===== src/rtl/tpm_pkg.sv =====
// ----------------------------------------------------------------------------
// tpm_pkg
// Shared types and constants for the trigger primitive time matcher.
// ----------------------------------------------------------------------------
package tpm_pkg;

    // Store geometry and match limit
    localparam int STORE_DEPTH = 1024;
    localparam int MAX_MATCHES = 16;
    localparam int ADDR_W      = $clog2(STORE_DEPTH);
    localparam int PTR_W       = $clog2(STORE_DEPTH + 1);
    localparam int MCNT_W      = $clog2(MAX_MATCHES + 1);

    // Field widths; a combined time is {time_stamp, fine_time}
    localparam int TS_W  = 32;
    localparam int FT_W  = 8;
    localparam int ENT_W = TS_W + FT_W;
    localparam int WIN_W = 20;
    localparam int CMD_W = 2;
    localparam int ST_W  = 3;

    // Command codes
    localparam logic [CMD_W-1:0] CMD_LOAD    = 2'd0;
    localparam logic [CMD_W-1:0] CMD_CLOSEST = 2'd1;
    localparam logic [CMD_W-1:0] CMD_WINDOW  = 2'd2;
    localparam logic [CMD_W-1:0] CMD_IGNORE  = 2'd3;

    // Result status codes
    localparam logic [ST_W-1:0] ST_MATCH   = 3'd0;
    localparam logic [ST_W-1:0] ST_NOMATCH = 3'd1;
    localparam logic [ST_W-1:0] ST_LOADED  = 3'd2;
    localparam logic [ST_W-1:0] ST_FULL    = 3'd3;
    localparam logic [ST_W-1:0] ST_TRUNC   = 3'd4;

    typedef struct packed {
        logic [CMD_W-1:0] command;
        logic [TS_W-1:0]  time_stamp;
        logic [FT_W-1:0]  fine_time;
    } t_in_item;

    typedef struct packed {
        logic [ST_W-1:0] status;
        logic [TS_W-1:0] prim_time_stamp;
        logic [FT_W-1:0] prim_fine_time;
        logic            last;
    } t_out_item;

    // Controller to datapath
    typedef struct packed {
        logic            accept;      // latch the input item
        logic            tgt_lo;      // scan target is the lower window edge
        logic            ptr_inc;     // step pointer forward, read next entry
        logic            ptr_dec;     // step pointer back by one
        logic            rd_prev;     // read the entry before the pointer
        logic            load_wr;     // append latched primitive
        logic            cand_ld_ent; // candidate from delayed entry and distance
        logic            cand_ld_rd;  // candidate from current read data
        logic            emit;        // write the output register
        logic [ST_W-1:0] emit_status;
        logic            emit_data;   // payload from candidate, else zero
        logic            emit_last;
    } t_dp_cmd;

    // Datapath to controller
    typedef struct packed {
        logic ptr_lt_fill;
        logic ptr_nz;
        logic full;
        logic ent_lt_tgt;
        logic ent_le_hi;
        logic dist_lt_cand;
        logic cand_in_win;
        logic out_free;
    } t_dp_stat;

endpackage


===== src/rtl/tpm_ctrl.sv =====
// ----------------------------------------------------------------------------
// tpm_ctrl
// Controller: sequences loads, the pointer scan, the closest-match decision
// and the window walk, and issues datapath commands.
// ----------------------------------------------------------------------------
module tpm_ctrl (
    input  logic                      i_clk,
    input  logic                      i_rst_n,
    input  logic                      i_in_valid,
    output logic                      o_in_stall,
    input  logic [tpm_pkg::CMD_W-1:0] i_in_cmd,
    input  tpm_pkg::t_dp_stat         i_stat,
    output tpm_pkg::t_dp_cmd          o_cmd
);
    import tpm_pkg::*;

    typedef enum logic [2:0] {
        S_IDLE,
        S_LOAD,
        S_SCAN,
        S_CL_CUR,
        S_CL_PREV,
        S_CL_DECIDE,
        S_WIN
    } t_state;

    t_state            r_state, n_state;
    logic              r_is_win, n_is_win;
    logic [MCNT_W-1:0] r_n, n_n;
    logic              r_have, n_have;
    logic              r_pick_prev, n_pick_prev;

    logic w_take_prev;
    logic w_in_win;
    logic w_at_max;
    logic w_final;

    // no item is taken while in reset
    assign o_in_stall  = (r_state != S_IDLE) || !i_rst_n;
    assign w_take_prev = i_stat.ptr_nz && (!i_stat.ptr_lt_fill || i_stat.dist_lt_cand);
    assign w_in_win    = i_stat.ptr_lt_fill && i_stat.ent_le_hi;
    assign w_at_max    = (r_n == MCNT_W'(MAX_MATCHES));
    assign w_final     = !w_in_win || w_at_max;

    // Next state and commands
    always_comb begin
        n_state     = r_state;
        n_is_win    = r_is_win;
        n_n         = r_n;
        n_have      = r_have;
        n_pick_prev = r_pick_prev;
        o_cmd       = '0;

        unique case (r_state)
            S_IDLE: begin
                if (i_in_valid) begin
                    o_cmd.accept = 1'b1;
                    o_cmd.tgt_lo = (i_in_cmd == CMD_WINDOW);
                    n_is_win     = (i_in_cmd == CMD_WINDOW);
                    n_n          = '0;
                    unique case (i_in_cmd)
                        CMD_LOAD:    n_state = S_LOAD;
                        CMD_CLOSEST: n_state = S_SCAN;
                        CMD_WINDOW:  n_state = S_SCAN;
                        default:     n_state = S_IDLE;
                    endcase
                end
            end

            S_LOAD: begin
                if (i_stat.out_free) begin
                    o_cmd.emit        = 1'b1;
                    o_cmd.emit_last   = 1'b1;
                    o_cmd.load_wr     = !i_stat.full;
                    o_cmd.emit_status = i_stat.full ? ST_FULL : ST_LOADED;
                    n_state           = S_IDLE;
                end
            end

            // Skip entries before the target, one per cycle
            S_SCAN: begin
                if (i_stat.ptr_lt_fill && i_stat.ent_lt_tgt) begin
                    o_cmd.ptr_inc = 1'b1;
                end else if (r_is_win) begin
                    n_state = S_WIN;
                end else begin
                    o_cmd.rd_prev = 1'b1;
                    n_state       = S_CL_CUR;
                end
            end

            // Entry at the pointer becomes the candidate
            S_CL_CUR: begin
                o_cmd.cand_ld_ent = i_stat.ptr_lt_fill;
                n_state           = S_CL_PREV;
            end

            // Previous entry wins when strictly nearer or when at end of store
            S_CL_PREV: begin
                o_cmd.cand_ld_ent = w_take_prev;
                n_have            = i_stat.ptr_lt_fill || i_stat.ptr_nz;
                n_pick_prev       = w_take_prev;
                n_state           = S_CL_DECIDE;
            end

            S_CL_DECIDE: begin
                if (i_stat.out_free) begin
                    o_cmd.emit      = 1'b1;
                    o_cmd.emit_last = 1'b1;
                    if (r_have && i_stat.cand_in_win) begin
                        o_cmd.emit_status = ST_MATCH;
                        o_cmd.emit_data   = 1'b1;
                        o_cmd.ptr_dec     = r_pick_prev;
                    end else begin
                        o_cmd.emit_status = ST_NOMATCH;
                    end
                    n_state = S_IDLE;
                end
            end

            // Walk the window; a pending item goes out once its successor is known
            S_WIN: begin
                if (r_n == '0) begin
                    if (w_in_win) begin
                        o_cmd.cand_ld_rd = 1'b1;
                        o_cmd.ptr_inc    = 1'b1;
                        n_n              = MCNT_W'(1);
                    end else if (i_stat.out_free) begin
                        o_cmd.emit        = 1'b1;
                        o_cmd.emit_last   = 1'b1;
                        o_cmd.emit_status = ST_NOMATCH;
                        n_state           = S_IDLE;
                    end
                end else if (i_stat.out_free) begin
                    o_cmd.emit        = 1'b1;
                    o_cmd.emit_data   = 1'b1;
                    o_cmd.emit_last   = w_final;
                    o_cmd.emit_status = (w_in_win && w_at_max) ? ST_TRUNC : ST_MATCH;
                    if (w_final) begin
                        n_state = S_IDLE;
                    end else begin
                        o_cmd.cand_ld_rd = 1'b1;
                        o_cmd.ptr_inc    = 1'b1;
                        n_n              = r_n + MCNT_W'(1);
                    end
                end
            end

            default: begin
                n_state = S_IDLE;
            end
        endcase
    end

    // State and flags
    always_ff @(posedge i_clk) begin
        if (!i_rst_n) begin
            r_state     <= S_IDLE;
            r_is_win    <= 1'b0;
            r_n         <= '0;
            r_have      <= 1'b0;
            r_pick_prev <= 1'b0;
        end else begin
            r_state     <= n_state;
            r_is_win    <= n_is_win;
            r_n         <= n_n;
            r_have      <= n_have;
            r_pick_prev <= n_pick_prev;
        end
    end

endmodule


===== config.mk =====
export PLATFORM = sky130hd
export DESIGN_NAME = tpm_ctrl
export DESIGN_NICKNAME = d
export VERILOG_FILES = /design/src/rtl/tpm_pkg.sv /design/src/rtl/tpm_ctrl.sv
export SDC_FILE = /design/constraint.sdc
export NUM_CORES = 1
export LEC_CHECK = 0
export BUFFER_PORTS_ARGS = -buffer_cell sky130_fd_sc_hd__buf_2
export CORE_MARGIN = 8
export CORE_UTILIZATION = 40
export CTS_BUF_LIST = sky130_fd_sc_hd__clkbuf_4
export DETAILED_ROUTE_END_ITERATION = 8
export HOLD_SLACK_MARGIN = 0.1
export SYNTH_ARGS = -nofsm -noshare
export SYNTH_HDL_FRONTEND = slang
export SYNTH_SLANG_ARGS = --single-unit

===== constraint.sdc =====
create_clock -name i_clk -period 5.3 [get_ports i_clk]
set_clock_uncertainty 0.1 [all_clocks]
set_input_delay 1.06 -clock i_clk [delete_from_list [all_inputs] [get_ports i_clk]]
set_output_delay 1.06 -clock i_clk [all_outputs]
set_load 0.02 [all_outputs]

Word-level counts from Yosys, hierarchy flattened
Index checks and enable logic that the tools add are counted. Widths: inputs -> output; s select.

Add/subtract/negate cells: 1. Equality and inequality tests: 16. Multiplexer cells: 51. Reduce and logical (&&, ||, !) cells: 23.

Operator list (number): $mux 5 (6); $mux 3 (9); $mux 1 (21); $pmux 3 s6 (1); $ne 3x3->1 const B (5); $mux 4 (3); $pmux 4 s3 (1); $pmux 5 s2 (1); $reduce_and 5->1 (2); $eq 3x3->1 const B (3); $mux 7 (1); $eq 3x2->1 const B (2); $mux 6 (1); $pmux 1 s2 (3); $add 5x1->5 const B (1); $eq 5x5->1 const B (1); $logic_and 1x1->1 (5); $logic_not 5->1 (1); $logic_not 1->1 (4); $logic_or 1x1->1 (4); $mux 2 (2); $ne 2x2->1 const B (2); $pmux 2 s2 (1); $reduce_or 2->1 (2); 9 further kinds (9).

Register bits: 11. Input port bits: 13. Output and inout bits: 15. Word-level logic and storage cells: 96.

Depth between registers and ports, before layout
Gate-level depths: netlist (run 1).

Depth after elaboration: 7. Depth in mapped cells: 6. Mapped depth without buffers: 6.

Worst setup path after synthesis (run 1)
OpenSTA, ideal clock, no wires.

Path kind: input port to output port. Start: in i_stat[0] (netlist name). End: out o_cmd[11] (netlist name). Data arrival time: 2206 ps. Data required time: 4140 ps. Path slack: 1934 ps. Cell stages on the path: 4. Path buffers: 1. Cell sequence: clkbuf_1 a21oi_1 nor3_1 a41o_1.

RTL lines: start: declaration (line tpm_ctrl.sv:12) `input tpm_pkg::t_dp_stat i_stat,`; end: declaration (line tpm_ctrl.sv:13) `output tpm_pkg::t_dp_cmd o_cmd`.

==> results of run 1 <==
## metal layers
layer  routed length [um]  share of wire
met4                   13         0.0052
met1                 1120           0.45
met2                 1190           0.47
met3                  182          0.073
met5                    0              0
## kinds of logic (layout without fill, tap and decap cells)
kind of cell,Yosys count,count (layout)
compound gates,34,34
simple gates,53,53
flops,11,11
buf+inv,16,39
fa+ha+maj,4,4
mux,2,2
## flip-flops by register name (all words and copies together), names as in the netlist
register and count:
r_n 5, r_is_win 1, r_pick_prev 1, r_have 1, r_state 3
## metrics by stage
stage               setup WS (ns)  instance area (um^2)
detailed placement           2.21                  1060
finish                       2.15                  1090
global route                 2.03                  1090
CTS                          2.13                  1090
global placement             2.24                  1060
floorplan                    1.93                   930
## how the worst max path moves through the flow
stage                     end  cells past startpoint
detailed placement  o_cmd[11]                      5
CTS                 o_cmd[11]                      7
global placement    o_cmd[13]                      4
global route        o_cmd[11]                      7
finish              o_cmd[11]                      7
floorplan           o_cmd[11]                      4
## critical path: stages, from the launching register on
cell and delay, ns:
sky130_fd_sc_hd__dfxtp_1 0.34, sky130_fd_sc_hd__inv_1 0.09, sky130_fd_sc_hd__ha_1 0.22, sky130_fd_sc_hd__or3b_2 0.48
sky130_fd_sc_hd__a21oi_1 0.17, sky130_fd_sc_hd__nor3_1 0.07, sky130_fd_sc_hd__a41o_1 0.20, sky130_fd_sc_hd__buf_2 0.15
## area by class of cell
| cell class | count | area share |
|---|---|---|
| multi-input cells | 93 | 0.587 |
| flip-flops and latches | 11 | 0.202 |
| repair buffers | 27 | 0.124 |
| well taps | 28 | 0.0321 |
| clock buffers | 4 | 0.0275 |
| inverters | 8 | 0.0275 |
## power breakdown
part	leakage [nW]	internal, W	total [W]	switching [W]
Combinational	0.439	0.0000292	0.0000644	0.0000352
Sequential	0.0891	0.0000859	0.0000971	0.0000112
Clock	0.0184	0.0000342	0.0000638	0.0000295
Total	0.547	0.000149	0.000225	0.0000760
## layout by cell type, fill, tap and decap left out, types with 3 or more instances in the layout
master / netlist / final
sky130_fd_sc_hd__o22ai_1: 4 / 4
sky130_fd_sc_hd__nand2b_1: 3 / 3
sky130_fd_sc_hd__o31ai_1: 3 / 3
sky130_fd_sc_hd__nand2_1: 11 / 11
sky130_fd_sc_hd__nand3_1: 8 / 8
sky130_fd_sc_hd__dfxtp_1: 11 / 11
sky130_fd_sc_hd__nor2_1: 5 / 5
sky130_fd_sc_hd__ha_1: 4 / 4
sky130_fd_sc_hd__o211ai_1: 3 / 3
sky130_fd_sc_hd__buf_2: 1 / 27
sky130_fd_sc_hd__inv_1: 8 / 8
sky130_fd_sc_hd__and3_1: 4 / 4
sky130_fd_sc_hd__o21ai_0: 5 / 5
sky130_fd_sc_hd__clkbuf_4: 0 / 4
sky130_fd_sc_hd__nor3_1: 6 / 6
sky130_fd_sc_hd__a21oi_1: 5 / 5
sky130_fd_sc_hd__and2_1: 3 / 3
==> out/summary.md, run 1 <==
The worst hold path cell count works out to 1. The share of synthesized flip-flops with an asynchronous set or reset works out to 0. The count of pins over their slew limit came out at 0. Class of the worst hold path: flip-flop to flip-flop.

In the synthesized netlist the dominant register cell turns out to be sky130_fd_sc_hd__dfxtp_1. CTS saw 11 sinks. The multiplexer share of the synthesized area came out at 0.0215. The logs give 0 for the initial antenna violation count and 4.17 mm for the global-route wire length before repair.

The end-of-flow core utilization is 0.493. TritonCTS built the clock tree. Adder-cell area share of the yosys netlist: 0.0538. The count of buffers added on input and output ports is 27. The run finished with clean final reports. Counting every instance in the synthesized netlist gives 120. The fill cell total of the finished layout is 236. The tools report the number of hold violations in the final report as 0. After synthesis the cells add up to 930 um^2. Number of DRC violations after detailed-routing iteration 0: 79.

The largest total area in the synthesized netlist belongs to sky130_fd_sc_hd__dfxtp_1. The run gives 915 as the number of global-route vias before repair. Setup repair after global routing left no endpoint under its margin. The endpoint identified for the worst register-to-register timing path is r_n[4]. The vias per cell came out at 5.78. The critical path is of the flip-flop to output pin type. The total power after layout came out at 0.000225 W.

The main combinational cell family by area after synthesis was simple AND/OR/NAND/NOR gates. The number of optimization iterations in the first detailed-route pass is 4. The run gives 2210 um^2 as the core outline area. After detailed placement, the design holds a cell count of 167. The logs give 0 ns for the accumulated negative setup slack and 220 um^2 for the sequential cell area.

The repair_antennas step left the layout with diodes totalling 0. For the worst setup path, the data required time is 4.14 ns. The tools report the startpoint of the worst register-to-register path as r_state[2].

Across all hold checks on the routed design, the worst slack comes to 0.404 ns. The signal arrival time at the worst endpoint is 1.99 ns. After synthesis, the cell types taking the most area are sky130_fd_sc_hd__dfxtp_1, sky130_fd_sc_hd__ha_1, sky130_fd_sc_hd__nand2_1. For the starting utilization of the core area, the log shows 0.420. For the quantity of hold-fixing buffers added after cts, the log shows 0. For this run, design rule violations remaining after detail routing come to 0.

From left edge to right edge, the die measures 64.2 um. Synthesized area divided by synthesized cell count: 7.75 um^2. After clock tree synthesis, the clock-pin slew on the worst setup and hold paths is 0.08 ns. The total of cells resized after clock tree synthesis was 0. The share of Yosys cell area claimed by the top area cell type is 0.237, and the sequential-to-total area share from yosys stat is 0.237. Period utilization: 0.595. The floorplan step defined a die boundary enclosing 4120 um^2. The maximum resistive drop on vdd is 0.112 mV, and the post-synthesis sequential element count is 11. After global routing, the most crowded layer is met2. The worst setup path is captured at an output pin. The maximum frequency from static timing analysis is 317 MHz, and the number of max-cap violations is 0. The most critical setup path has its startpoint at r_n[0]. The clock reaches the later pin of the worst-skew pair after 0.27 ns. The logs give 0 for the post-CTS setup buffer count and 641 um^2 for the area of the multi-input gates.

Once detailed placement completed, the half-perimeter wirelength came to 1.86 mm. The met1 track demand over resource in global routing was 0.143; the placement row count was 17. For the worst flop-to-flop path, the logic depth is 4.

Counting distinct cell types in the post-synthesis netlist gives 43. The number of flops mapped to enable cells by yosys is 0, and the met2 usage is 0.197. Synthesis produced a netlist with a net count of 137. Entering global routing, the biggest net connects 22 pins. The commonest cells after synthesis are sky130_fd_sc_hd__dfxtp_1, sky130_fd_sc_hd__nand2_1, sky130_fd_sc_hd__inv_1, sky130_fd_sc_hd__nand3_1.

The ratio of cells with drive above 1 in the final layout is 0.266, and the count of placed standard cells in the final layout, fillers left out is 171. The area growth from synthesis to layout is 17.4%. Summed over all layers, the global routing overflow is 0.

The xor and xnor area share after synthesis came out at 0. The area share of and/or/nand/nor cells after synthesis is 0.345. Sink of the worst hold path: r_have. Final setup violation count: 0. The root buffer cell chosen for the clock tree is sky130_fd_sc_hd__clkbuf_4. The global placer's final weighted congestion was 0.865. At the end of the flow, the number of nets in the layout was 161. For the met3 usage, the log shows 0.0383. The deepest level of the CTS H-tree was 1; the critical-path maximum fanout was 4.

For this run, the number of Yosys warnings is 0. The number of clock buffers inserted by TritonCTS was 3; the average wire per cell in the routed design was 14.7 um. STA classifies the critical path startpoint as a flip-flop. For this design the static power due to leakage is 0.547 nW. For this design the top-level I/O count stands at 28.

Across all layers, the routed design uses 989 vias. Summed over all layers, the routed wires come to 2.51 mm. For the number of routed nets with antenna violations, the log shows 0.

Origin of the worst min-delay path: r_have. The height of the chip was 64.2 um. The overall routing resource usage is 0.120, and the slew of the pin with the lowest slew margin is 0.642 ns. Power spread over the standard cell area amounts to 207 nW/um^2. After layout, the minimum clock period comes to 3.15 ns. The headroom to the max-slew limit is 0.571.

The tools report the setup slack of the worst register-to-register path as 3.24 ns. The share of the synthesized area in compound gates (AO/OA/AOI/OAI) came out at 0.269. The longest clock path from root to sink contains 2 buffers.
Note: power is estimated with default switching activity, not from simulation.
==> inputs of run 2 (changes only) <==
==> constraint.sdc (replaced) <==
create_clock -name i_clk -period 3.18 [get_ports i_clk]
set_clock_uncertainty 0.1 [all_clocks]
set_input_delay 0.636 -clock i_clk [delete_from_list [all_inputs] [get_ports i_clk]]
set_output_delay 0.636 -clock i_clk [all_outputs]
set_load 0.02 [all_outputs]
==> run 2 against run 1 <==
  * Cell count unchanged
  * Design area did not move
  * Combinational power grew 65%
  * Sequential cell count did not move
  * Sequential power up 66%
  * Critical path depth is the same
  * Sequential share of layout area is the same
  * Clock power rose by 60%
  * Utilization is the same
  * Die area stayed put
  * Via count shrank 4.8%
  * Critical endpoint unchanged
  * Largest cell class unchanged
==> out/summary.md, run 2 (same netlist as run 1, synthesis figures left out) <==
The flow ran to the end, and the final reports show no timing, DRC or antenna violations. For this run, design rule violations remaining after detail routing come to 0. The critical-path maximum fanout is 4.

After floorplanning, the core was divided into 17 placement rows. Dividing the detail-routed wire length by the instance count gives 13.5 um. The number of global-route vias before repair was 876.

The worst setup path is launched from a flip-flop. For this block, the routed nets add up to 2.31 mm of wire. The headroom to the max-slew limit is 0.601, and the horizontal die dimension is 64.2 um.

The deepest level of the CTS H-tree is 1, and the setup slack after placement is 0.803 ns. The detailed router finished its first iteration with 34 violations. The finished cells cover 1090 um^2. The routed design uses 1.04 mm of met2 wire. Max-cap violations in this run came to 0.

Entering global routing, the biggest net connects 22 pins. The height of the chip was 64.2 um; the count of nets after finishing was 161. In the layout the commonest cells are sky130_fd_sc_hd__buf_2, sky130_fd_sc_hd__nand2_1, sky130_fd_sc_hd__dfxtp_1, sky130_fd_sc_hd__inv_1, sky130_fd_sc_hd__nand3_1. The number of hold violations in the final report was 0; the least setup slack across all paths after layout was 0.522 ns.

TritonCTS built the clock tree. The first detailed-routing pass ran for 4 iterations. The period utilization is 0.836, and the vias per cell is 5.51. Depth of the worst register-to-register path: 4. The detailed-routing wirelength on met1 came out at 1.11 mm.

The full die area is 4120 um^2, and the count of pins over their slew limit is 0. The signal arrival time at the worst endpoint came out at 1.92 ns. The overall routing resource usage came out at 0.116. The largest registers in the layout are r_n: 5 flops, r_state: 3 flops. Setup violations remaining at the end of the flow were counted as 0. Setup total negative slack on the finished layout was measured at 0 ns. The register with the most flip-flops in the layout has 5 of them.

The analysis attributes to cell leakage a power of 0.547 nW. The tree built by TritonCTS fans out to 11 sinks. Compared with the post-synthesis result, the final layout area differs by 17.4%. The number of setup buffers added after CTS is 0. The detail route stage leaves a number of antenna-violating nets equal to 0. The power density of the placed cells works out to 338 nW/um^2.

The worst setup path is of the flip-flop to output pin kind. The number of hold buffers added after CTS was 0. Counting flops per register, the top entry is r_n. At the pin with the least slew margin, the transition time is 0.597 ns. The min-delay analysis places its worst path in the category flip-flop to flip-flop. 0 antenna diodes ended up in the layout.

The post-detailed-placement half-perimeter wirelength is 1.79 mm. The final route contains 942 vias. The maximum resistive drop on vdd is 0.245 mV, and the global-route wire length before repair is 4.00 mm.

In the detailed route, the total length drawn on met3 is 151 um. For the worst-skew pair, the clock arrives at the later sink with an insertion delay of 0.27 ns. The tools report the end-of-flow core utilization as 0.493. The logs give 376 MHz for the maximum frequency from static timing analysis and 2 for the clock tree buffer depth. The tools report the clock root buffer master as sky130_fd_sc_hd__clkbuf_4.

The initial antenna violation count is 0, and the clock transition at the registers of the reported paths is 0.07 ns. The ratio of cells with drive above 1 in the final layout is 0.266. Signal routing reaches up to met4. The run gives 3 as the number of clock buffers inserted by TritonCTS. Number of port buffers: 27. Leaving out fill and tap cells, the most frequent cell in the layout is sky130_fd_sc_hd__buf_2. The total of cells resized after clock tree synthesis came out at 0. Setup repair after global routing left no endpoint under its margin.

Summing all placed instances gives a cell area of 1060 um^2. At the end of routability-driven placement, the weighted congestion stood at 0.789. 28 I/O pins were placed. The logs give 0.420 for the starting utilization of the core area and 2.44 ns for the required time of the critical path.

Global routing finished with a remaining overflow of 0. The core outline area was 2210 um^2; the worst hold path cell count was 1. The worst slack on hold paths came out at 0.402 ns. STA classifies the critical path endpoint as an output pin. The smallest clock period supported by the final layout is computed as 2.66 ns.
-- run 2: cell counts in the layout (fill, tap and decap cells not counted) --
Identical to the previous run, type by type.
-- run 2: through the flow --
step | std cells | power [W]
6_report | 171 | 0.000369
5_1_grt | 171 | 0.000397
4_1_cts | 171 | 0.000375
3_5_place_dp | 167 | 0.000270
3_3_place_gp | 167 | 0.000270
2_1_floorplan | 120 | 0.000242
-- run 2: path summary, 6_finish.rpt --
path | startpoint | to | slack [ns]
max | r_n[0] | o_cmd[11] | 0.52
min | r_have | r_have | 0.40
max reg2reg | r_state[2] | r_n[4] | 1.18
min reg2reg | r_have | r_have | 0.40
-- run 2: critical path, cell delays in order, from the launching register on --
cell and delay [ns]:
sky130_fd_sc_hd__dfxtp_1 0.34, sky130_fd_sc_hd__inv_1 0.08, sky130_fd_sc_hd__ha_1 0.19, sky130_fd_sc_hd__or3b_2 0.47, sky130_fd_sc_hd__a21oi_1 0.15, sky130_fd_sc_hd__nor3_1 0.07
sky130_fd_sc_hd__a41o_1 0.20, sky130_fd_sc_hd__buf_2 0.15
-- run 2: metal layers --
layer | track usage | vias to the layer above
met1 | 0.145 | 423
met4 | 0.0327 | 0
met5 | 0 | -
met3 | 0.0540 | 2
li1 | - | 491
met2 | 0.174 | 26
-- run 2: power by group --
group / internal, W / switching [W] / total (W)
clock network: 0.0000571 / 0.0000451 / 0.000102
registers: 0.000143 / 0.0000177 / 0.000161
logic: 0.0000487 / 0.0000571 / 0.000106
-- run 2: layout make-up --
cell class	count	area (um^2)
Clock buffer	4	30.0
Fill cell	245	1120
Inverter	8	30.0
Multi-Input combinational cell	93	641
Sequential cell	11	220
Tap cell	28	35.0
Timing Repair Buffer	27	135
